===== config.mk =====
export PLATFORM = sky130hd
export DESIGN_NAME = nibble_strobe_slave_responder_core
export DESIGN_NICKNAME = d
export VERILOG_FILES = /design/src/nssr_pkg.sv /design/src/nibble_strobe_slave_responder_core.sv
export SDC_FILE = /design/constraint.sdc
export NUM_CORES = 1
export LEC_CHECK = 0
export BUFFER_PORTS_ARGS = -buffer_cell sky130_fd_sc_hd__buf_4
export CORE_MARGIN = 3
export CORE_UTILIZATION = 43
export CTS_CLUSTER_DIAMETER = 200
export DETAILED_ROUTE_END_ITERATION = 10
export MAX_ROUTING_LAYER = met4
export PLACE_DENSITY = 0.69
export SLEW_MARGIN = 20
export SYNTH_ARGS = -nofsm -noshare
export SYNTH_HDL_FRONTEND = slang
export SYNTH_SLANG_ARGS = --single-unit

===== constraint.sdc =====
create_clock -name i_clk -period 3.1 [get_ports i_clk]
set_input_delay 0.31 -clock i_clk [delete_from_list [all_inputs] [get_ports i_clk]]
set_output_delay 0.31 -clock i_clk [all_outputs]
set_load 0.005 [all_outputs]

===== src/nssr_pkg.sv =====
// package for the nibble strobe slave responder: phase codes, register indexes, widths, helpers
package nssr_pkg;

    // field widths
    localparam int NIB_W    = 4;
    localparam int ADC_W    = 10;
    localparam int TICK_W   = 16;
    localparam int IDX_W    = 3;
    localparam int CFG_IDX_W = 3;
    localparam int CFG_DAT_W = 16;
    localparam int IN_W     = 16;
    localparam int OUT_W    = 8;

    // number of nibbles in a sample transfer, acknowledge included
    localparam logic [IDX_W-1:0] NIB_COUNT = 3'd4;

    // configuration register indexes
    localparam logic [CFG_IDX_W-1:0] CFG_RESET_CODE    = 3'd0;
    localparam logic [CFG_IDX_W-1:0] CFG_PING_CODE     = 3'd1;
    localparam logic [CFG_IDX_W-1:0] CFG_GET_CODE      = 3'd2;
    localparam logic [CFG_IDX_W-1:0] CFG_ACK_CODE      = 3'd3;
    localparam logic [CFG_IDX_W-1:0] CFG_TIMEOUT_LIMIT = 3'd4;

    // register reset values
    localparam logic [NIB_W-1:0]  RST_RESET_CODE    = 4'd1;
    localparam logic [NIB_W-1:0]  RST_PING_CODE     = 4'd2;
    localparam logic [NIB_W-1:0]  RST_GET_CODE      = 4'd3;
    localparam logic [NIB_W-1:0]  RST_ACK_CODE      = 4'd14;
    localparam logic [TICK_W-1:0] RST_TIMEOUT_LIMIT = 16'd1000;

    // bus protocol phase
    typedef enum logic [1:0] {
        PH_POLL = 2'd0,
        PH_READ = 2'd1,
        PH_PROC = 2'd2,
        PH_SEND = 2'd3
    } t_phase;

    // nibble of a transfer: sample low first, then the acknowledge
    function automatic logic [NIB_W-1:0] f_nibble_of(
        input logic [1:0]       idx,
        input logic [ADC_W-1:0] sample,
        input logic [NIB_W-1:0] ack
    );
        logic [NIB_W-1:0] nib;
        case (idx)
            2'd0:    nib = sample[3:0];
            2'd1:    nib = sample[7:4];
            2'd2:    nib = {2'b00, sample[9:8]};
            default: nib = ack;
        endcase
        return nib;
    endfunction

endpackage


===== src/nibble_strobe_slave_responder_core.sv =====
// top level of the nibble strobe slave responder: bus phase logic, result register, config
//
// channel   direction  handshake                     payload
// s_axis    in         s_axis_tvalid/s_axis_tready   one bus sample tick
// m_axis    out        m_axis_tvalid/m_axis_tready   one result per tick
// cfg       in         i_cfg_valid/o_cfg_ready       register index and data
//
// one tick a cycle while the output register can take it: each request is worked out in the
// cycle it is taken and its result is written to the output register as it is taken; the
// phase and transfer registers are the only loop.
// a request is taken whenever the output register is empty or being emptied, so a
// stalled master side holds the input back only while its result waits.
// synchronous active-low reset restores the register defaults and the poll phase.
// the config port is always ready; writes go straight to the registers.
module nibble_strobe_slave_responder_core (
    input  logic                              i_clk,
    input  logic                              i_rst_n,
    // request: [0] strobe_req, [4:1] bus_in, [14:5] adc_value, [15] zero
    input  logic                              s_axis_tvalid,
    output logic                              s_axis_tready,
    input  logic [nssr_pkg::IN_W-1:0]         s_axis_tdata,
    // result: [0] bus_drive, [4:1] bus_out, [5] timed_out, [7:6] zero
    output logic                              m_axis_tvalid,
    input  logic                              m_axis_tready,
    output logic [nssr_pkg::OUT_W-1:0]        m_axis_tdata,
    // configuration writes
    input  logic                              i_cfg_valid,
    output logic                              o_cfg_ready,
    input  logic [nssr_pkg::CFG_IDX_W-1:0]    i_cfg_index,
    input  logic [nssr_pkg::CFG_DAT_W-1:0]    i_cfg_data
);

    // configuration registers
    logic [nssr_pkg::NIB_W-1:0]  r_reset_code;
    logic [nssr_pkg::NIB_W-1:0]  r_ping_code;
    logic [nssr_pkg::NIB_W-1:0]  r_get_code;
    logic [nssr_pkg::NIB_W-1:0]  r_ack_code;
    logic [nssr_pkg::TICK_W-1:0] r_timeout_limit;

    // protocol state
    nssr_pkg::t_phase            r_phase, n_phase;
    logic                        r_answer_pending, n_answer_pending;
    logic [nssr_pkg::NIB_W-1:0]  r_command, n_command;
    logic [nssr_pkg::IDX_W-1:0]  r_nibble_index, n_nibble_index;
    logic                        r_seen_high, n_seen_high;
    logic [nssr_pkg::TICK_W-1:0] r_tick_count, n_tick_count;
    logic [nssr_pkg::ADC_W-1:0]  r_held_sample, n_held_sample;
    logic [nssr_pkg::NIB_W-1:0]  r_out_nibble, n_out_nibble;

    // result register
    logic                        r_out_valid;
    logic                        r_drive, n_drive;
    logic [nssr_pkg::NIB_W-1:0]  r_bus_out, n_bus_out;
    logic                        r_timed_out, n_timed_out;

    // request fields
    logic                        in_strobe;
    logic [nssr_pkg::NIB_W-1:0]  in_bus;
    logic [nssr_pkg::ADC_W-1:0]  in_adc;
    logic                        in_accept;

    // transfer tick working values
    logic                        is_start, is_send, is_ack_cmd, is_get_cmd;
    logic                        t_seen;
    logic [nssr_pkg::IDX_W-1:0]  t_idx, t_idx_adv;
    logic [nssr_pkg::TICK_W-1:0] t_tc;
    logic [nssr_pkg::ADC_W-1:0]  t_hs;
    logic [nssr_pkg::NIB_W-1:0]  t_outn;
    logic                        t_timeout;

    assign in_strobe = s_axis_tdata[0];
    assign in_bus    = s_axis_tdata[4:1];
    assign in_adc    = s_axis_tdata[14:5];

    // handshakes
    assign s_axis_tready = !r_out_valid || m_axis_tready;
    assign in_accept     = s_axis_tvalid && s_axis_tready;
    assign o_cfg_ready   = 1'b1;

    // command decode, reset code first, then ping, then get
    assign is_ack_cmd = (r_command == r_reset_code) || (r_command == r_ping_code);
    assign is_get_cmd = !is_ack_cmd && (r_command == r_get_code);
    assign is_start   = (r_phase == nssr_pkg::PH_PROC) && is_get_cmd;
    assign is_send    = (r_phase == nssr_pkg::PH_SEND) || is_start;

    // transfer tick: a new transfer begins from a freshly latched sample
    always_comb begin
        t_hs      = is_start ? in_adc : r_held_sample;
        t_idx     = is_start ? '0 : r_nibble_index;
        t_seen    = is_start ? 1'b0 : r_seen_high;
        t_tc      = is_start ? '0 : r_tick_count;
        t_outn    = is_start ? nssr_pkg::f_nibble_of(2'd0, in_adc, r_ack_code) : r_out_nibble;
        t_idx_adv = t_idx;
        if (!in_strobe && t_seen && (t_idx < nssr_pkg::NIB_COUNT)) begin
            t_idx_adv = t_idx + 1'b1;
        end
        t_timeout = (t_tc >= r_timeout_limit);
    end

    // next state
    always_comb begin
        n_phase          = r_phase;
        n_answer_pending = r_answer_pending;
        n_command        = r_command;
        n_nibble_index   = r_nibble_index;
        n_seen_high      = r_seen_high;
        n_tick_count     = r_tick_count;
        n_held_sample    = r_held_sample;
        n_out_nibble     = r_out_nibble;
        case (r_phase)
            nssr_pkg::PH_POLL: begin
                if (in_strobe) begin
                    n_phase = r_answer_pending ? nssr_pkg::PH_PROC : nssr_pkg::PH_READ;
                end
            end
            nssr_pkg::PH_READ: begin
                if (!in_strobe) begin
                    n_answer_pending = 1'b1;
                    n_phase          = nssr_pkg::PH_POLL;
                end else begin
                    n_command = in_bus;
                end
            end
            default: begin
                if (r_phase == nssr_pkg::PH_PROC && is_ack_cmd) begin
                    if (in_strobe) begin
                        n_out_nibble = r_ack_code;
                    end else begin
                        n_phase          = nssr_pkg::PH_POLL;
                        n_answer_pending = 1'b0;
                    end
                end else if (is_send) begin
                    n_held_sample  = t_hs;
                    n_nibble_index = t_idx_adv;
                    n_out_nibble   = t_outn;
                    n_phase        = nssr_pkg::PH_SEND;
                    if (in_strobe) begin
                        n_seen_high = 1'b1;
                    end else begin
                        n_seen_high = t_seen ? 1'b0 : t_seen;
                        if (t_seen && (t_idx_adv < nssr_pkg::NIB_COUNT)) begin
                            n_out_nibble = nssr_pkg::f_nibble_of(t_idx_adv[1:0], t_hs,
                                                                 r_ack_code);
                        end
                    end
                    n_tick_count = t_timeout ? '0 : t_tc + 1'b1;
                    if (t_timeout || (t_idx_adv >= nssr_pkg::NIB_COUNT)) begin
                        n_phase          = nssr_pkg::PH_POLL;
                        n_answer_pending = 1'b0;
                    end
                end else begin
                    // unknown command: back to polling for a new one
                    n_phase          = nssr_pkg::PH_POLL;
                    n_answer_pending = 1'b0;
                end
            end
        endcase
    end

    // result of the tick
    always_comb begin
        n_drive     = (r_phase == nssr_pkg::PH_SEND) ||
                      ((r_phase == nssr_pkg::PH_PROC) && (is_ack_cmd || is_get_cmd));
        n_bus_out   = n_drive ? n_out_nibble : '0;
        n_timed_out = is_send && t_timeout;
    end

    // configuration registers
    always_ff @(posedge i_clk) begin
        if (!i_rst_n) begin
            r_reset_code    <= nssr_pkg::RST_RESET_CODE;
            r_ping_code     <= nssr_pkg::RST_PING_CODE;
            r_get_code      <= nssr_pkg::RST_GET_CODE;
            r_ack_code      <= nssr_pkg::RST_ACK_CODE;
            r_timeout_limit <= nssr_pkg::RST_TIMEOUT_LIMIT;
        end else if (i_cfg_valid && o_cfg_ready) begin
            case (i_cfg_index)
                nssr_pkg::CFG_RESET_CODE:    r_reset_code    <= i_cfg_data[3:0];
                nssr_pkg::CFG_PING_CODE:     r_ping_code     <= i_cfg_data[3:0];
                nssr_pkg::CFG_GET_CODE:      r_get_code      <= i_cfg_data[3:0];
                nssr_pkg::CFG_ACK_CODE:      r_ack_code      <= i_cfg_data[3:0];
                nssr_pkg::CFG_TIMEOUT_LIMIT: r_timeout_limit <= i_cfg_data;
                default: ;
            endcase
        end
    end

    // protocol state update on each request
    always_ff @(posedge i_clk) begin
        if (!i_rst_n) begin
            r_phase          <= nssr_pkg::PH_POLL;
            r_answer_pending <= 1'b0;
            r_command        <= '0;
            r_nibble_index   <= '0;
            r_seen_high      <= 1'b0;
            r_tick_count     <= '0;
            r_held_sample    <= '0;
            r_out_nibble     <= '0;
        end else if (in_accept) begin
            r_phase          <= n_phase;
            r_answer_pending <= n_answer_pending;
            r_command        <= n_command;
            r_nibble_index   <= n_nibble_index;
            r_seen_high      <= n_seen_high;
            r_tick_count     <= n_tick_count;
            r_held_sample    <= n_held_sample;
            r_out_nibble     <= n_out_nibble;
        end
    end

    // output register valid flag
    always_ff @(posedge i_clk) begin
        if (!i_rst_n) begin
            r_out_valid <= 1'b0;
        end else if (in_accept) begin
            r_out_valid <= 1'b1;
        end else if (m_axis_tready) begin
            r_out_valid <= 1'b0;
        end
    end

    // output payload
    always_ff @(posedge i_clk) begin
        if (in_accept) begin
            r_drive     <= n_drive;
            r_bus_out   <= n_bus_out;
            r_timed_out <= n_timed_out;
        end
    end

    assign m_axis_tvalid = r_out_valid;
    assign m_axis_tdata  = {2'b00, r_timed_out, r_bus_out, r_drive};

    // a timeout only happens while the slave drives the bus
    a_timeout_driven: assert property (@(posedge i_clk) disable iff (!i_rst_n)
        (r_out_valid && r_timed_out) |-> r_drive)
        else $error("timeout reported while bus not driven");

    // an undriven bus reads as zero
    a_idle_bus_zero: assert property (@(posedge i_clk) disable iff (!i_rst_n)
        (r_out_valid && !r_drive) |-> (r_bus_out == '0))
        else $error("bus_out not zero while undriven");

    // a timed-out transfer returns to polling
    a_timeout_polls: assert property (@(posedge i_clk) disable iff (!i_rst_n)
        (in_accept && n_timed_out) |=> (r_phase == nssr_pkg::PH_POLL && !r_answer_pending))
        else $error("transfer continued after timeout");

    // nibble index never runs past the acknowledge
    a_index_bound: assert property (@(posedge i_clk) disable iff (!i_rst_n)
        r_nibble_index <= nssr_pkg::NIB_COUNT)
        else $error("nibble index past the last nibble");

endmodule

Yosys cells after proc, flatten, opt, wreduce, memory -nomap -nowiden --
Cells that the tools add are included.
Cells by class: add/subtract/negate cells 2, multiplexer cells 30, reductions and logical operators 32, bitwise logic cells 3, $lt $le $gt $ge 4, equal/unequal tests 16
Operators with widths (count):
- 16-bit two-way mux | 2
- 4-bit two-way mux | 7
- 16-bit by 1-bit adder with 16-bit output (second input constant) | 1
- 16-bit >= comparator | 1
- 4-bit equality test | 3
- 2-bit two-way mux | 6
- 4-bit case mux with 3 select lines | 1
- 2-bit AND reduction | 6
- 10-bit two-way mux | 1
- 1-bit logical AND | 9
- 1-bit two-way mux | 9
- 2-bit equality test (second input constant) | 3
- 3-bit by 2-bit equality test with 1-bit output (second input constant) | 2
- 1-bit logical OR | 6
- 3-bit less-than comparator (second input constant) | 2
- 3-bit two-way mux | 2
- 2-bit != test (second input constant) | 3
- 5-bit AND reduction | 1
- 2-bit by 1-bit equality test with 1-bit output (second input constant) | 2
- 2-bit zero test | 2
- 4-bit by 1-bit != test with 1-bit output (second input constant) | 1
- 2-bit case mux with 2 select lines | 1
- 4-bit AND reduction | 1
- 3-bit by 1-bit adder with 3-bit output (second input constant) | 1
- other kinds (10) | 14
Word-level totals: register bits after elaboration 80, input bits 40, output and inout bits 11

Logic depth before layout (Yosys ltp) --
word-level depth 16, mapped depth 15

Least setup slack after synthesis --
No wires, ideal clock.
path type reg2reg, start reg r_command[3] in the netlist's numbering, end reg r_answer_pending, stages on the path, launching flop included 16, path buffers 4, setup time 0.127 ns, setup slack -0.298 ns, data arrival time 3.271 ns, required time 2.973 ns, cell sequence dfxtp_1 > xnor2_1 > and4_4 > or4_1 > buf_2 > buf_6 > clkbuf_1 > and2_1 > ha_1 > a211oi_1 > o21a_1 > o31ai_1 > o21ba_2 > clkbuf_1 > a221oi_1 > nor2_1
On the way: longest elaborated chain between the ends 13, elaborated cells between the ends (all ways) 26
RTL lines:
- start: declaration | line nibble_strobe_slave_responder_core.sv:43 | logic [nssr_pkg::NIB_W-1:0] r_command, n_command;
- start signal: assignment | line nibble_strobe_slave_responder_core.sv:202 | r_command <= n_command;
- 4-bit equality test | line nibble_strobe_slave_responder_core.sv:81 | assign is_ack_cmd = (r_command == r_reset_code) || (r_command == r_ping_code);
- 1-bit logical OR | line nibble_strobe_slave_responder_core.sv:81
- 1-bit zero test | line nibble_strobe_slave_responder_core.sv:82 | assign is_get_cmd = !is_ack_cmd && (r_command == r_get_code);
- 1-bit logical AND | line nibble_strobe_slave_responder_core.sv:82
- 1-bit logical AND | line nibble_strobe_slave_responder_core.sv:83 | assign is_start = (r_phase == nssr_pkg::PH_PROC) && is_get_cmd;
- 3-bit two-way mux / 1-bit two-way mux (equally long branches) | line nibble_strobe_slave_responder_core.sv:89, nibble_strobe_slave_responder_core.sv:90
- 3-bit less-than comparator / 1-bit logical AND (equally long branches) | line nibble_strobe_slave_responder_core.sv:94 | if (!in_strobe && t_seen && (t_idx < nssr_pkg::NIB_COUNT)) begin
- 1-bit logical AND | line nibble_strobe_slave_responder_core.sv:94
- 3-bit two-way mux | line nibble_strobe_slave_responder_core.sv:94
- 3-bit >= comparator | line nibble_strobe_slave_responder_core.sv:147 | if (t_timeout || (t_idx_adv >= nssr_pkg::NIB_COUNT)) begin
- 1-bit logical OR | line nibble_strobe_slave_responder_core.sv:147
- 4-bit by 1-bit != test with 1-bit output (no line)
- 5-bit AND reduction (no line)
- end signal: assignment | line nibble_strobe_slave_responder_core.sv:201 | r_answer_pending <= n_answer_pending;
- end: declaration | line nibble_strobe_slave_responder_core.sv:42 | logic r_answer_pending, n_answer_pending;
Parallel ways exist; a longest one is shown, timed or not. A chain may end at the register's enable or synchronous reset.

Worst setup path after layout --
start reg r_command[0] in the netlist's numbering, end reg r_tick_count[14] in the netlist's numbering
On the way: longest elaborated chain between the ends 8, elaborated cells between the ends (all ways) 15
RTL lines:
- 4-bit equality test | line nibble_strobe_slave_responder_core.sv:81
- 1-bit logical OR | line nibble_strobe_slave_responder_core.sv:81
- 1-bit zero test | line nibble_strobe_slave_responder_core.sv:82
- 1-bit logical AND | line nibble_strobe_slave_responder_core.sv:82
- 1-bit logical AND | line nibble_strobe_slave_responder_core.sv:83
- 16-bit two-way mux | line nibble_strobe_slave_responder_core.sv:91 | t_tc = is_start ? '0 : r_tick_count;
- 16-bit by 1-bit adder with 16-bit output / 16-bit >= comparator (equally long branches) | line nibble_strobe_slave_responder_core.sv:146, nibble_strobe_slave_responder_core.sv:97
- 16-bit two-way mux | line nibble_strobe_slave_responder_core.sv:146 | n_tick_count = t_timeout ? '0 : t_tc + 1'b1;
- end signal: assignment | line nibble_strobe_slave_responder_core.sv:205 | r_tick_count <= n_tick_count;
- end: declaration | line nibble_strobe_slave_responder_core.sv:46 | logic [nssr_pkg::TICK_W-1:0] r_tick_count, n_tick_count;
Parallel ways exist; a longest one is shown, timed or not.

==> results summary <==
The minimum setup slack after placement came out at -0.125 ns. The routed design uses 688 um of met3 wire. The total power draw is 2.25 mW.

The arrival time of the worst setup path is 3.50 ns. Leaving out fill and tap cells, the most frequent cells in the layout are 83 x sky130_fd_sc_hd__nand2_1, 72 x sky130_fd_sc_hd__buf_4, 70 x sky130_fd_sc_hd__dfxtp_1, 44 x sky130_fd_sc_hd__nor2_1, 42 x sky130_fd_sc_hd__a21oi_1. The share of power burned in the clock network came out at 0.343.

The analysis attributes to cell leakage a power of 2.09 nW. The detailed router used layers up to and including met4. The met1 routed wirelength after detailed routing is 5180 um.

The number of antenna repair diodes is 0. The number of nets in the finished design is 655. The floorplan has 36 rows.

The total met2 wirelength after detailed routing came out at 5380 um. The y dimension of the die is 107 um. Counting flops with a built-in enable in the synthesized netlist gives 6. The maximum resistive drop on vdd is 0.191 mV.

The ratio of final minimum period to clock period is 1.03. The initial utilization of the core area, before any placement, comes to 0.446. The measured slew at the worst slew-check pin came out at 0.778 ns. In this run the count of I/O pins placed on the die edge is 51. The worst setup path is of the reg -> reg kind. Across all setup checks in the final design, the least slack found is -0.104 ns. The number of max-slew violations in the final report came to 0. The number of antenna-violating nets in the routed design is 0.

Dividing the synthesized area by the synthesized cell count gives 8.09 sq um. The switching portion of total power came out at 0.301. The average wire length per cell after detail routing is 15.5 um. The final reports fail on negative setup slack. The core region is 9860 sq um. After routing the design area is 5540 sq um.

The initial antenna violation count was 0. Detailed routing inserted a total of 4111 vias. The sequential cell fraction of total power came out at 0.487. STA classifies the critical path startpoint as a flip-flop. The clock drives 80 sinks. The x dimension of the die came out at 107 um.

The number of hold buffers added after CTS was 0. The post-detailed-routing wire length came out at 11400 um. The fraction of registers with async set/reset is 0. The first-pass detailed-route iteration total is 5. The number of flip-flops and latches in the synthesized netlist came out at 80. The number of buffers added by the clock tree synthesis step is 9. The number of global-route vias before repair is 3915.

The instance area after placement is 5060 sq um. After technology mapping, the gate count stands at 544. The area added between synthesis and finish came out at 25.8%. The most common cell after layout, fill and taps aside is sky130_fd_sc_hd__nand2_1. The count of endpoints failing hold in the final timing report came to 0.

Headroom to the max-slew limit came out at 0.480. The layout cell share with drive strength beyond 1 is 0.254. The routability congestion estimate is 0.897. Along the worst path, the maximum fanout reaches 21.

Entering global routing, the biggest net connects 31 pins. TritonCTS built the clock tree. For the final database, setup skew stands at 0.0127 ns. The count of routing violations after the opening detailed-route iteration came out at 314. The total of warnings raised by yosys came out at 0. The number of input and output port buffers inserted is 46. Setup total negative slack on the finished layout was measured at -0.166 ns. Subtracting the final worst setup slack from the clock period gives 3.20 ns. In the global route stage, overall resource usage came out at 0.204. The maximum clock frequency came out at 312 MHz. The clock-pin slew of the registers on the worst-case setup and hold paths came out at 0.10 ns. Clock tree synthesis selected as its root buffer the cell sky130_fd_sc_hd__clkbuf_8. The total overflow reported by the global router came out at 0.

The sequential cell area fraction in the yosys report came out at 0.378. The routed via count divided by cell count is 5.59. Setup repair after global routing could not meet its margin everywhere. The clock network latency to the later pin of the worst-skew pair is 0.36 ns.

The part of the total power dissipated in combinational logic came out at 0.170. The wire-length estimate of the detail-placed layout is 7960 um. The internal power came out at 1.58 mW. The final cell count without fillers came out at 735. The number of levels the H-tree was split into is 3. The tool flagged a number of max-cap violations equal to 0.

For this run, the leading register cell type out of synthesis is sky130_fd_sc_hd__dfxtp_1. The run finished, with violations left. The worst setup path is captured at a flip-flop.

The number of filler instances in the final layout came out at 877. For this run, design rule violations remaining after detail routing come to 0. Once placement completed, the tool counted placed cells totaling 715. The number of failing setup endpoints in the final timing report is 4. The analysis attributes to net switching a power of 0.677 mW. The die footprint came out at 11500 sq um.

The number of distinct library cells after synthesis is 53. The path class of the tightest hold or removal check is in -> reg. The global-route wire length before repair is 18700 um. The clock tree buffer depth came out at 2. The cell area that synthesis handed to floorplanning was 4400 sq um.

The power density relative to cell area came out at 407 nW/um^2. The worst path required time came out at 3.39 ns.
stage by stage:
| step | util | hold slack (ns) |
|---|---|---|
| global route | 0.561 | 0.167 |
| global placement | 0.513 | 0.446 |
| finish | 0.561 | 0.167 |
| floorplan | - | 0.435 |
| detailed placement | 0.513 | 0.447 |
| CTS | 0.539 | 0.158 |
timing repair:
item	CTS	global route
pin swaps	2	19
resized for setup	13	30
buffers inserted	0	2
endpoints found under the setup margin	27	27
gates cloned	0	2
state kept, by name, indices dropped and copies added (netlist names), 2 cells and up:
| register | cells |
|---|---|
| r_ack_code | 4 |
| r_phase | 2 |
| r_held_sample | 10 |
| r_tick_count | 16 |
| r_out_nibble | 4 |
| r_command | 4 |
| r_get_code | 4 |
| r_ping_code | 4 |
| r_reset_code | 4 |
| r_timeout_limit | 16 |
| r_bus_out | 4 |
| r_nibble_index | 3 |
path summary, 6_finish.rpt:
| path | depth (start not counted) | slack [ns] | startpoint | end |
|---|---|---|---|---|
| min reg2reg | 2 | 0.46 | r_timeout_limit[15]$_SDFFE_PN0P_ | r_timeout_limit[15]$_SDFFE_PN0P_ |
| max reg2reg | 12 | -0.10 | r_command[0]$_SDFFE_PN0P_ | r_tick_count[14]$_SDFFE_PN0P_ |
| min | 3 | 0.17 | s_axis_tdata[1] | r_command[0]$_SDFFE_PN0P_ |
| max | 12 | -0.10 | r_command[0]$_SDFFE_PN0P_ | r_tick_count[14]$_SDFFE_PN0P_ |
cell type report:
| cell class | count | area, sq um | area share |
|---|---|---|---|
| Inverter | 24 | 90.1 | 0.0163 |
| Clock buffer | 9 | 124 | 0.0224 |
| Clock inverter | 7 | 68.8 | 0.0124 |
| Multi-Input combinational cell | 405 | 2780 | 0.503 |
| Sequential cell | 80 | 1670 | 0.302 |
| Tap cell | 133 | 166 | 0.0301 |
| Timing Repair Buffer | 77 | 632 | 0.114 |
worst max-delay path, stage by stage (launching register included):
cell and delay [ns]:
sky130_fd_sc_hd__dfxtp_4 0.38, sky130_fd_sc_hd__xnor2_2 0.14, sky130_fd_sc_hd__and4_4 0.19, sky130_fd_sc_hd__or4_4 0.52, sky130_fd_sc_hd__buf_12 0.17, sky130_fd_sc_hd__and2_4 0.16
sky130_fd_sc_hd__ha_2 0.25, sky130_fd_sc_hd__o21a_1 0.17, sky130_fd_sc_hd__o211ai_1 0.26, sky130_fd_sc_hd__buf_4 0.17, sky130_fd_sc_hd__o21bai_1 0.08, sky130_fd_sc_hd__or4_1 0.48
sky130_fd_sc_hd__a31oi_1 0.15
logic make-up (layout without fill, tap and decap cells):
logic type,count (synthesis),in the layout,synth area share
multiplexers,27,27,0.0671
AO/OA/AOI/OAI,120,120,0.167
buffers and inverters,60,117,0.0600
adder cells (fa/ha/maj),18,18,0.0512
other,2,3,0.00171
XOR/XNOR,13,13,0.0259
flip-flops,80,80,0.378
AND/OR/NAND/NOR,224,224,0.250
cell usage after synthesis (11+ instances only):
cell                        n  area (sq um)
sky130_fd_sc_hd__a211oi_1  11          82.6
sky130_fd_sc_hd__a21oi_1   47           235
sky130_fd_sc_hd__a31oi_1   11          68.8
sky130_fd_sc_hd__and2_1    18           113
sky130_fd_sc_hd__clkbuf_1  26          97.6
sky130_fd_sc_hd__dfxtp_1   74          1480
sky130_fd_sc_hd__ha_1      18           225
sky130_fd_sc_hd__inv_1     24          90.1
sky130_fd_sc_hd__mux2i_1   25           250
sky130_fd_sc_hd__nand2_1   83           312
sky130_fd_sc_hd__nand3_1   17          85.1
sky130_fd_sc_hd__nand4_1   19           119
sky130_fd_sc_hd__nor2_1    44           165
sky130_fd_sc_hd__o21ai_0   24           120
sky130_fd_sc_hd__xnor2_1   12           105
routing by layer:
metal	vias to the layer above	global-route usage
met5	-	-
met4	0	0.0639
met1	1916	0.279
met2	144	0.317
met3	15	0.0259
li1	2036	-
power groups by stage:
| stage | combinational, mW | clock [mW] | sequential (mW) |
|---|---|---|---|
| 6_report | 0.383 | 0.773 | 1.10 |
| 2_1_floorplan | 0.192 | 0 | 1.11 |
| 3_3_place_gp | 0.283 | 0 | 1.12 |
| 5_1_grt | 0.419 | 0.815 | 1.10 |
| 4_1_cts | 0.305 | 0.780 | 1.10 |
| 3_5_place_dp | 0.294 | 0 | 1.12 |
Note: power is estimated with default switching activity, not from simulation.
